==> src/hdl/clkdps_pkg.sv <==
`timescale 1ns / 1ps

package clkdps_pkg;

  // search ranges of the two dividers
  localparam int unsigned MAX_FIRST_DIV  = 63;
  localparam int unsigned MAX_SECOND_DIV = 31;

  localparam int unsigned FIRST_CNT_W  = $clog2(MAX_FIRST_DIV + 1);
  localparam int unsigned SECOND_CNT_W = $clog2(MAX_SECOND_DIV + 1);

  // control word layout
  localparam int unsigned RATE_W       = 32;
  localparam int unsigned CTRL_W       = 32;
  localparam int unsigned FIELD_W      = 6;
  localparam int unsigned FIRST_OUT_W  = 6;
  localparam int unsigned SECOND_OUT_W = 5;
  localparam int unsigned FIRST_SHIFT  = 8;
  localparam int unsigned SECOND_SHIFT = 20;
  localparam logic [CTRL_W-1:0] FIELD_MASK = CTRL_W'(6'h3f);

  // shared divider widths: numerator carries the rounding half
  localparam int unsigned NUM_W = RATE_W + 1;
  localparam int unsigned DEN_W = RATE_W;
  localparam int unsigned DIV_CNT_W = $clog2(NUM_W + 1);

  typedef struct packed {
    logic [RATE_W-1:0] parent_rate;
    logic [RATE_W-1:0] target_rate;
    logic              two_dividers;
    logic [CTRL_W-1:0] old_control;
  } in_item_t;

  typedef struct packed {
    logic [CTRL_W-1:0]       new_control;
    logic [FIRST_OUT_W-1:0]  first_divider;
    logic [SECOND_OUT_W-1:0] second_divider;
    logic [RATE_W-1:0]       achieved_rate;
    logic                    bad_target;
  } out_item_t;

  typedef struct packed {
    logic             go;
    logic [NUM_W-1:0] num;
    logic [DEN_W-1:0] den;
  } div_req_t;

  typedef struct packed {
    logic             done;
    logic [NUM_W-1:0] quot;
  } div_rsp_t;

endpackage

==> src/hdl/clkdps_div.sv <==
`timescale 1ns / 1ps

module clkdps_div (
  input  logic                 clk_i,
  input  logic                 rst_ni,
  input  clkdps_pkg::div_req_t req_i,
  output clkdps_pkg::div_rsp_t rsp_o
);
  import clkdps_pkg::*;

  logic [DIV_CNT_W-1:0] cnt_q;
  logic                 done_q;
  logic [DEN_W-1:0]     rem_q;
  logic [NUM_W-1:0]     quo_q;
  logic [DEN_W-1:0]     den_q;
  logic                 dz_q;

  logic [DEN_W:0] shifted;
  logic [DEN_W:0] diff;
  logic           fits;

  // one restoring step: bring down the next numerator bit
  always_comb begin
    shifted = {rem_q, quo_q[NUM_W-1]};
    diff    = shifted - {1'b0, den_q};
    fits    = shifted >= {1'b0, den_q};
  end

  always_ff @(posedge clk_i or negedge rst_ni) begin
    if (!rst_ni) begin
      cnt_q  <= '0;
      done_q <= 1'b0;
    end else begin
      done_q <= 1'b0;
      if (req_i.go) begin
        cnt_q <= DIV_CNT_W'(NUM_W);
      end else if (cnt_q != '0) begin
        cnt_q <= cnt_q - 1'b1;
        if (cnt_q == DIV_CNT_W'(1)) begin
          done_q <= 1'b1;
        end
      end
    end
  end

  always_ff @(posedge clk_i) begin
    if (req_i.go) begin
      rem_q <= '0;
      quo_q <= req_i.num;
      den_q <= req_i.den;
      dz_q  <= (req_i.den == '0);
    end else if (cnt_q != '0) begin
      rem_q <= fits ? diff[DEN_W-1:0] : shifted[DEN_W-1:0];
      quo_q <= {quo_q[NUM_W-2:0], fits};
    end
  end

  // a zero divisor gives a zero quotient
  assign rsp_o.done = done_q;
  assign rsp_o.quot = dz_q ? '0 : quo_q;

endmodule

==> src/hdl/clock_divider_pair_search_unit.sv <==
`timescale 1ns / 1ps

// clock divider pair search: an item is taken when start is high and busy is low;
// the result shows on result_o for exactly one cycle with res_valid_o high and
// cannot be held off, so the receiver must take it in that cycle. all work goes
// through one shared restoring divider that retires one quotient bit a cycle.
// two-divider mode runs 63 first-stage divisions plus 63 x 31 pair divisions,
// each pair followed by an error step and a best-pair compare. one-divider mode
// takes two divisions. a zero target in one-divider mode is answered in the
// cycle after the item, with busy never raised.
module clock_divider_pair_search_unit (
  input  logic                  clk_i,
  input  logic                  rst_ni,
  input  logic                  start,
  output logic                  busy,
  input  clkdps_pkg::in_item_t  item_i,
  output clkdps_pkg::out_item_t result_o,
  output logic                  res_valid_o
);
  import clkdps_pkg::*;

  typedef enum logic [2:0] {
    S_IDLE,
    S_STAGE,
    S_PAIR,
    S_EVAL,
    S_CMP,
    S_ONE_DIV,
    S_ONE_ACH
  } state_e;

  state_e state_q;

  // latched item
  logic [RATE_W-1:0] parent_q;
  logic [RATE_W-1:0] target_q;
  logic [CTRL_W-1:0] ctrl_q;

  // search counters and best pair so far
  logic [FIRST_CNT_W-1:0]  a_q;
  logic [SECOND_CNT_W-1:0] b_q;
  logic [FIRST_CNT_W-1:0]  best_a_q;
  logic [SECOND_CNT_W-1:0] best_b_q;
  logic [RATE_W:0]         min_err_q;
  logic [RATE_W-1:0]       best_rate_q;
  logic [RATE_W-1:0]       stage_q;
  logic [RATE_W-1:0]       rate_q;
  logic [RATE_W-1:0]       err_q;
  logic [FIRST_OUT_W-1:0]  d0_q;

  div_req_t  req_q;
  div_rsp_t  rsp;
  out_item_t res_q;
  logic      res_valid_q;

  clkdps_div u_div (
    .clk_i  (clk_i),
    .rst_ni (rst_ni),
    .req_i  (req_q),
    .rsp_o  (rsp)
  );

  // compare of the current pair against the best one, first pair wins ties
  logic                    win;
  logic [FIRST_CNT_W-1:0]  fin_a;
  logic [SECOND_CNT_W-1:0] fin_b;
  logic [RATE_W-1:0]       fin_rate;
  logic [31:0]             fin_a_ext;
  logic [31:0]             fin_b_ext;
  logic [FIRST_CNT_W-1:0]  a_nxt;
  logic [SECOND_CNT_W-1:0] b_nxt;
  logic [CTRL_W-1:0]       two_ctrl;

  always_comb begin
    win       = {1'b0, err_q} < min_err_q;
    fin_a     = win ? a_q : best_a_q;
    fin_b     = win ? b_q : best_b_q;
    fin_rate  = win ? rate_q : best_rate_q;
    fin_a_ext = 32'(fin_a);
    fin_b_ext = 32'(fin_b);
    a_nxt     = a_q + 1'b1;
    b_nxt     = b_q + 1'b1;
    // both divider fields replaced, each masked to the field width
    two_ctrl  = (ctrl_q & ~(FIELD_MASK << FIRST_SHIFT) & ~(FIELD_MASK << SECOND_SHIFT))
              | (CTRL_W'(fin_a_ext[FIELD_W-1:0]) << FIRST_SHIFT)
              | (CTRL_W'(fin_b_ext[FIELD_W-1:0]) << SECOND_SHIFT);
  end

  // one-divider mode: the rounded divider masked to the field, zero forced to one
  logic [FIRST_OUT_W-1:0] one_d0;
  always_comb begin
    one_d0 = rsp.quot[FIRST_OUT_W-1:0];
    if (one_d0 == '0) begin
      one_d0 = FIRST_OUT_W'(1);
    end
  end

  always_ff @(posedge clk_i or negedge rst_ni) begin
    if (!rst_ni) begin
      state_q     <= S_IDLE;
      req_q.go    <= 1'b0;
      res_valid_q <= 1'b0;
    end else begin
      req_q.go    <= 1'b0;
      res_valid_q <= 1'b0;
      case (state_q)
        S_IDLE: begin
          if (start) begin
            parent_q <= item_i.parent_rate;
            target_q <= item_i.target_rate;
            ctrl_q   <= item_i.old_control;
            if (item_i.two_dividers) begin
              // first stage with d0 = 1
              a_q         <= FIRST_CNT_W'(1);
              min_err_q   <= '1;
              best_a_q    <= '0;
              best_b_q    <= '0;
              best_rate_q <= '0;
              req_q.go    <= 1'b1;
              req_q.num   <= NUM_W'(item_i.parent_rate);
              req_q.den   <= DEN_W'(1);
              state_q     <= S_STAGE;
            end else if (item_i.target_rate == '0) begin
              // zero target: flag only, control word untouched
              res_q.new_control    <= item_i.old_control;
              res_q.first_divider  <= '0;
              res_q.second_divider <= '0;
              res_q.achieved_rate  <= '0;
              res_q.bad_target     <= 1'b1;
              res_valid_q          <= 1'b1;
            end else begin
              req_q.go  <= 1'b1;
              req_q.num <= NUM_W'(item_i.parent_rate) + NUM_W'(item_i.target_rate >> 1);
              req_q.den <= item_i.target_rate;
              state_q   <= S_ONE_DIV;
            end
          end
        end

        S_STAGE: begin
          if (rsp.done) begin
            stage_q   <= rsp.quot[RATE_W-1:0];
            b_q       <= SECOND_CNT_W'(1);
            req_q.go  <= 1'b1;
            req_q.num <= NUM_W'(rsp.quot[RATE_W-1:0]);
            req_q.den <= DEN_W'(1);
            state_q   <= S_PAIR;
          end
        end

        S_PAIR: begin
          if (rsp.done) begin
            rate_q  <= rsp.quot[RATE_W-1:0];
            state_q <= S_EVAL;
          end
        end

        S_EVAL: begin
          // absolute error of this pair
          err_q   <= (rate_q >= target_q) ? (rate_q - target_q) : (target_q - rate_q);
          state_q <= S_CMP;
        end

        S_CMP: begin
          min_err_q   <= win ? {1'b0, err_q} : min_err_q;
          best_a_q    <= fin_a;
          best_b_q    <= fin_b;
          best_rate_q <= fin_rate;
          if (b_q != SECOND_CNT_W'(MAX_SECOND_DIV)) begin
            // next second divider over the same stage rate
            b_q       <= b_nxt;
            req_q.go  <= 1'b1;
            req_q.num <= NUM_W'(stage_q) + NUM_W'(b_nxt >> 1);
            req_q.den <= DEN_W'(b_nxt);
            state_q   <= S_PAIR;
          end else if (a_q != FIRST_CNT_W'(MAX_FIRST_DIV)) begin
            // next first divider, new stage rate
            a_q       <= a_nxt;
            req_q.go  <= 1'b1;
            req_q.num <= NUM_W'(parent_q) + NUM_W'(a_nxt >> 1);
            req_q.den <= DEN_W'(a_nxt);
            state_q   <= S_STAGE;
          end else begin
            res_q.new_control    <= two_ctrl;
            res_q.first_divider  <= fin_a_ext[FIRST_OUT_W-1:0];
            res_q.second_divider <= fin_b_ext[SECOND_OUT_W-1:0];
            res_q.achieved_rate  <= fin_rate;
            res_q.bad_target     <= 1'b0;
            res_valid_q          <= 1'b1;
            state_q              <= S_IDLE;
          end
        end

        S_ONE_DIV: begin
          if (rsp.done) begin
            d0_q      <= one_d0;
            req_q.go  <= 1'b1;
            req_q.num <= NUM_W'(parent_q) + NUM_W'(one_d0 >> 1);
            req_q.den <= DEN_W'(one_d0);
            state_q   <= S_ONE_ACH;
          end
        end

        S_ONE_ACH: begin
          if (rsp.done) begin
            // only the first divider field is replaced
            res_q.new_control    <= (ctrl_q & ~(FIELD_MASK << FIRST_SHIFT))
                                  | (CTRL_W'(d0_q) << FIRST_SHIFT);
            res_q.first_divider  <= d0_q;
            res_q.second_divider <= '0;
            res_q.achieved_rate  <= rsp.quot[RATE_W-1:0];
            res_q.bad_target     <= 1'b0;
            res_valid_q          <= 1'b1;
            state_q              <= S_IDLE;
          end
        end

        default: begin
          state_q <= S_IDLE;
        end
      endcase
    end
  end

  assign busy        = (state_q != S_IDLE);
  assign result_o    = res_q;
  assign res_valid_o = res_valid_q;

endmodule

==> config.mk <==
export PLATFORM = sky130hd
export DESIGN_NAME = clock_divider_pair_search_unit
export DESIGN_NICKNAME = d
export VERILOG_FILES = /design/src/hdl/clkdps_pkg.sv /design/src/hdl/clkdps_div.sv /design/src/hdl/clock_divider_pair_search_unit.sv
export SDC_FILE = /design/constraint.sdc
export NUM_CORES = 1
export LEC_CHECK = 0
export BUFFER_PORTS_ARGS = -buffer_cell sky130_fd_sc_hd__clkbuf_2
export CELL_PAD_IN_SITES_DETAIL_PLACEMENT = 1
export CELL_PAD_IN_SITES_GLOBAL_PLACEMENT = 2
export CORE_ASPECT_RATIO = 1.75
export CORE_MARGIN = 1
export CORE_UTILIZATION = 45
export CTS_CLUSTER_SIZE = 10
export DETAILED_ROUTE_END_ITERATION = 8
export PLACE_DENSITY = 0.95
export SETUP_SLACK_MARGIN = 0.5
export SYNTH_ARGS = -nofsm -noshare
export SYNTH_HDL_FRONTEND = slang
export SYNTH_HIERARCHICAL = 1
export SYNTH_SLANG_ARGS = --single-unit
==> constraint.sdc <==
create_clock -name clk_i -period 8.8 [get_ports clk_i]
set_input_delay 0.88 -clock clk_i [delete_from_list [all_inputs] [get_ports clk_i]]
set_output_delay 0.88 -clock clk_i [all_outputs]
set_load 0.01 [all_outputs]
# Word-level counts from Yosys, hierarchy flattened

Cells that the tools add are included.

$lt $le $gt $ge: 3
Add/subtract/negate cells: 10
Reductions and logical operators: 23
Mux-type cells: 67
Equal/unequal tests: 24
Bitwise logic cells: 3

Operators by type and width:

| operator                         | number |
|---|---|
| 2-to-1 mux 66 bit                | 7 |
| 2-to-1 mux 76 bit                | 6 |
| case mux 66 bit (4 select lines) | 1 |
| case mux 76 bit (3 select lines) | 1 |
| 2-to-1 mux 32 bit                | 6 |
| 2-to-1 mux 33 bit                | 5 |
| subtractor 32 bit                | 3 |
| adder 32 x 5 -> 33 bit           | 2 |
| case mux 33 bit (2 select lines) | 1 |
| logical NOT 32 bit               | 2 |
| bitwise OR 32 x 14 -> 32 bit     | 2 |
| case mux 32 bit (2 select lines) | 1 |
| 2-to-1 mux 6 bit                 | 10 |
| adder 32 x 31 -> 33 bit          | 1 |
| adder 32 x 4 -> 33 bit           | 1 |
| >= comparator 33 x 32 -> 1 bit   | 1 |
| < comparator 32 x 33 -> 1 bit    | 1 |
| >= comparator 32 bit             | 1 |
| bitwise OR 32 x 25 -> 32 bit     | 1 |
| 2-to-1 mux 5 bit                 | 5 |
| case mux 6 bit (2 select lines)  | 2 |
| 2-to-1 mux 3 bit                 | 7 |
| case mux 3 bit (7 select lines)  | 1 |
| case mux 5 bit (2 select lines)  | 2 |
| other kinds (28)                 | 60 |

Register bits: 536
Word-level logic and storage cells: 159
Bits of input ports: 100

# Longest topological paths before layout

Word-level depth: 7
Depth in mapped cells: 14

# Cells and area by module

The synthesis kept the hierarchy.

By module, submodules not included:

| module                         | cells an instance | times used | area each (um^2) |
|---|---|---|---|
| clock_divider_pair_search_unit | 2268              | 1          | 24526.0 |
| clkdps_div                     | 600               | 1          | 6122.1 |

# Worst setup path after synthesis

Ideal clock, no wire load.

Path type: input -> register
Start point: in item_i[58] in the netlist's numbering
End point: reg res_q (netlist bit result_o[0]) (enable)
Arrival time: 5.412 ns
Cell stages on the path: 4
Required time: 8.265 ns
Slack: 2.852 ns
Cell sequence: nor4_1 -> nand4_1 -> or3_1 -> a21oi_1

Cells in the longest elaborated chain, start to end: 3

Ends and longest elaborated chain:

| item                                 | RTL line                              | source |
|---|---|---|
| from (decl)                          | clock_divider_pair_search_unit.sv:16  | `input clkdps_pkg::in_item_t item_i,` |
| logical NOT 32 bit                   | clock_divider_pair_search_unit.sv:123 | `end else if (item_i.target_rate == '0) begin` |
| != test 2 bit (no source line)       | --                                    |  |
| AND reduction 8 bit (no source line) | --                                    |  |
| to (decl)                            | clock_divider_pair_search_unit.sv:53  | `out_item_t res_q;` |

No other way between the ends.
A chain may end at the register's enable or synchronous reset.

# Worst setup path after layout

Start point: reg a_q[0]
End point: reg req_q[62] in the netlist's numbering, data pin

Cells in the longest elaborated chain, start to end: 5

Ends and longest elaborated chain:

| item                             | RTL line                              | source |
|---|---|---|
| from (decl)                      | clock_divider_pair_search_unit.sv:40  | `logic [FIRST_CNT_W-1:0] a_q;` |
| from (signal assigned)           | clock_divider_pair_search_unit.sv:178 | `a_q <= a_nxt;` |
| adder 6 x 1 -> 6 bit             | clock_divider_pair_search_unit.sv:81  | `a_nxt = a_q + 1'b1;` |
| via a_nxt[2]                     | clock_divider_pair_search_unit.sv:70  | `logic [FIRST_CNT_W-1:0] a_nxt;` |
| adder 32 x 5 -> 33 bit           | clock_divider_pair_search_unit.sv:180 | `req_q.num <= NUM_W'(parent_q) + NUM_W'(a_nxt >> 1);` |
| 2-to-1 mux 66 bit                | clock_divider_pair_search_unit.sv:176 | `end else if (a_q != FIRST_CNT_W'(MAX_FIRST_DIV)) begin` |
| 2-to-1 mux 66 bit                | clock_divider_pair_search_unit.sv:169 | `if (b_q != SECOND_CNT_W'(MAX_SECOND_DIV)) begin` |
| case mux 66 bit (4 select lines) | clock_divider_pair_search_unit.sv:106 | `case (state_q)` |
| to (decl)                        | clock_divider_pair_search_unit.sv:51  | `div_req_t req_q;` |

The timed path passes the listed nets, and every way through them passes these cells. The select of a mux whose other input is x is not followed.

==> flow_summary.yaml <==
synth:
  yosysWarnings: 6
  syn_nets: 3149
  avgSynthCellArea_um2: 10.7
  synth_cells: 2867
  mappedNetlistArea_um2: 30600
timing:
  skew_ns: 0.0315
  setup_viol: 0
  layout_setup_ws_ns: 4.27
  timing.fmax_ghz: 0.221
  period_share_pct: 51.5
  final_hold_viol_count: 0
  drv_slew: 0
  grt_setup_unrepaired: "false"
  tightest_slew_ns: 1.35
  finalSetupTns_ns: 0
  min_period_ns: 4.53
  whs_ns: 0.314
  relSlewSlack_pct: 10.0
clock_network:
  path_clk_slew_ns: 0.07
  htreeDepth: 2
  clockBufferDepth: 3
  clock_sinks: 530
  clk_latency_ns: 0.67
  cts_root_buf: "clkbuf_16"
  post_cts.repair.setup_buffers: 0
  tritoncts: "built"
  holdBufCountCts: 0
  cts_buffers: 60
  cts_resized: 0
power_and_ir_drop:
  power.leakage_nw: 13.0
  p_comb_share_pct: 21.3
  ir_worst_vdd_uv: 136
  p_switching_mw: 1.98
  pwr-share-clk_pct: 35.6
  p_total_mw: 6.77
  power_frac_seq_pct: 43.1
  power_density_nw_per_um2: 198
  internal_power_mw: 4.79
  switching_share_pct: 29.3
drt:
  vias: 24600
  vias_per_cell: 6.21
  remaining_drc_errors: 0
  drt_iter0_markers: 1790
  ant_nets: 0
  dr.pass1.iters: 6
  wl_mm: 108
  wl_per_cell_um: 27.3
place:
  place_ws_ns: 4.16
  gp_congestion: 0.986
  port-buffer-count: 177
  placedCellCount: 3838
  placed_cell_area_um2: 32300
  post-dp-hpwl_mm: 80.7
global_routing:
  antenna_found_initial: 6
  grt_pass1_vias: 26300
  overflow: 0
  track_usage_pct: 31.3
  grt_max_degree: 81
  grt_pass1_wl_mm: 161
layout:
  layout.cells.non_filler: 3954
  drive_above_1_share_pct: 12.6
  fin_area_um2: 34100
  final_nets: 3286
  syn_to_final_growth_pct: 11.4
  utilization_pct: 50.6
  fillCellCount: 7496
floorplan:
  io_pins: 178
  core_um2: 67500
  dieArea_um2: 69200
  start_util_pct: 45.4
  die_y_um: 347
  fp-row-count: 126
  die_w_um: 199
setup_path:
  start_kind: "register"
  end_kind: "register"
  crit_fanout: 7
  required_ns: 9.22
  reg2reg_depth: 13
  cpMaxStageDelayCell: "a21boi_0"
  crit_chain: "ha_1 > xor2_1 > inv_1 > fa_1 > nor2b_1 > o21ai_0 > a21boi_0 > o211ai_2 > or2_4 > nor3_1 > o221a_2 > o21ai_1 > or3_1"
  critPathArrivalTime_ns: 4.95
  slowest_delay_ns: 0.58
  worstSetupPathType: "register to register"
min_path:
  min_path_type: "input pin to asynchronous set/reset pin"
job:
  cap_viol_max_count: 0
status:
  outcome: "finished clean"
==> layer usage <==
layer / GRT usage [%] / wire, um / up-vias / share of wire, %
met1: 31.8 / 36300 / 12300 / 34
met5: 0 / 37 / - / 0.034
met4: 23.5 / 9090 / 6 / 8.4
li1: - / - / 10900 / -
met2: 56.8 / 56600 / 993 / 52
met3: 4.68 / 6060 / 408 / 5.6
==> sequential cells by signal (all words and copies together) (netlist names), 32 cells and up <==
register and cells:
result_o 76, req_q 66, min_err_q 33, u_div/quo_q 33
best_rate_q 32, err_q 32, parent_q 32, rate_q 32
stage_q 32, target_q 32, u_div/den_q 32, u_div/rem_q 32
==> worst paths after layout <==
kind | slack, ns | start | to
hold reg to reg | 0.47 | req_q[30] | u_div/den_q[30]
setup / recovery | 4.27 | a_q[0] | req_q[62]
max in group asynchronous | 7.91 | rst_ni | state_q[1]
min in group clk_i | 0.42 | item_i[29] | ctrl_q[29]
setup reg to reg | 4.27 | a_q[0] | req_q[62]
hold / removal | 0.31 | rst_ni | res_valid_o
==> worst max-delay path, delay by kind of cell (launching register included) <==
family,cells,cell delay [ns]
AOI/OAI and AO/OA,5,1.35
xor gates and xnor gates,1,0.35
adders and majority gates,2,0.77
buffers and inverters,1,0.15
DFF,1,0.55
and+or+nand+nor,4,1.11
==> power groups by stage <==
stage,registers [mW],logic (mW),clock network (mW)
floorplan,2.94,1.10,0
global placement,2.96,1.37,0
detailed placement,2.97,1.44,0
CTS,2.92,1.44,2.43
global route,2.93,1.58,2.49
finish,2.92,1.44,2.41
==> layout make-up <==
cell class	instances	area (um^2)	share of cell area [%]
diodes	3	7.51	0.0220
clock buffers	107	1710	5.01
clock inverters	6	93.8	0.275
inverters	181	679	1.99
multi-input cells	2023	13900	40.6
flip-flops and latches	530	15500	45.5
well taps	896	1120	3.28
repair buffers	208	1120	3.28
==> placed cells by master, fill, tap and decap left out, types with 29 or more instances in the layout <==
master / count
nand2_1: 244
and2_1: 38
o21bai_1: 31
dfxtp_1: 32
mux2i_1: 75
a21oi_1: 192
and3_1: 29
inv_1: 177
nor2b_1: 57
nand3_1: 64
xnor2_1: 85
mux2_2: 36
or3_1: 46
nor3_1: 38
nand4_1: 33
nor2_1: 190
clkbuf_2: 177
o21ai_0: 186
clkbuf_16: 61
ha_1: 176
clkbuf_1: 45
a21o_1: 57
xor2_1: 63
buf_4: 31
edfxtp_1: 486
No activity file was read; power rests on OpenSTA's default activity.
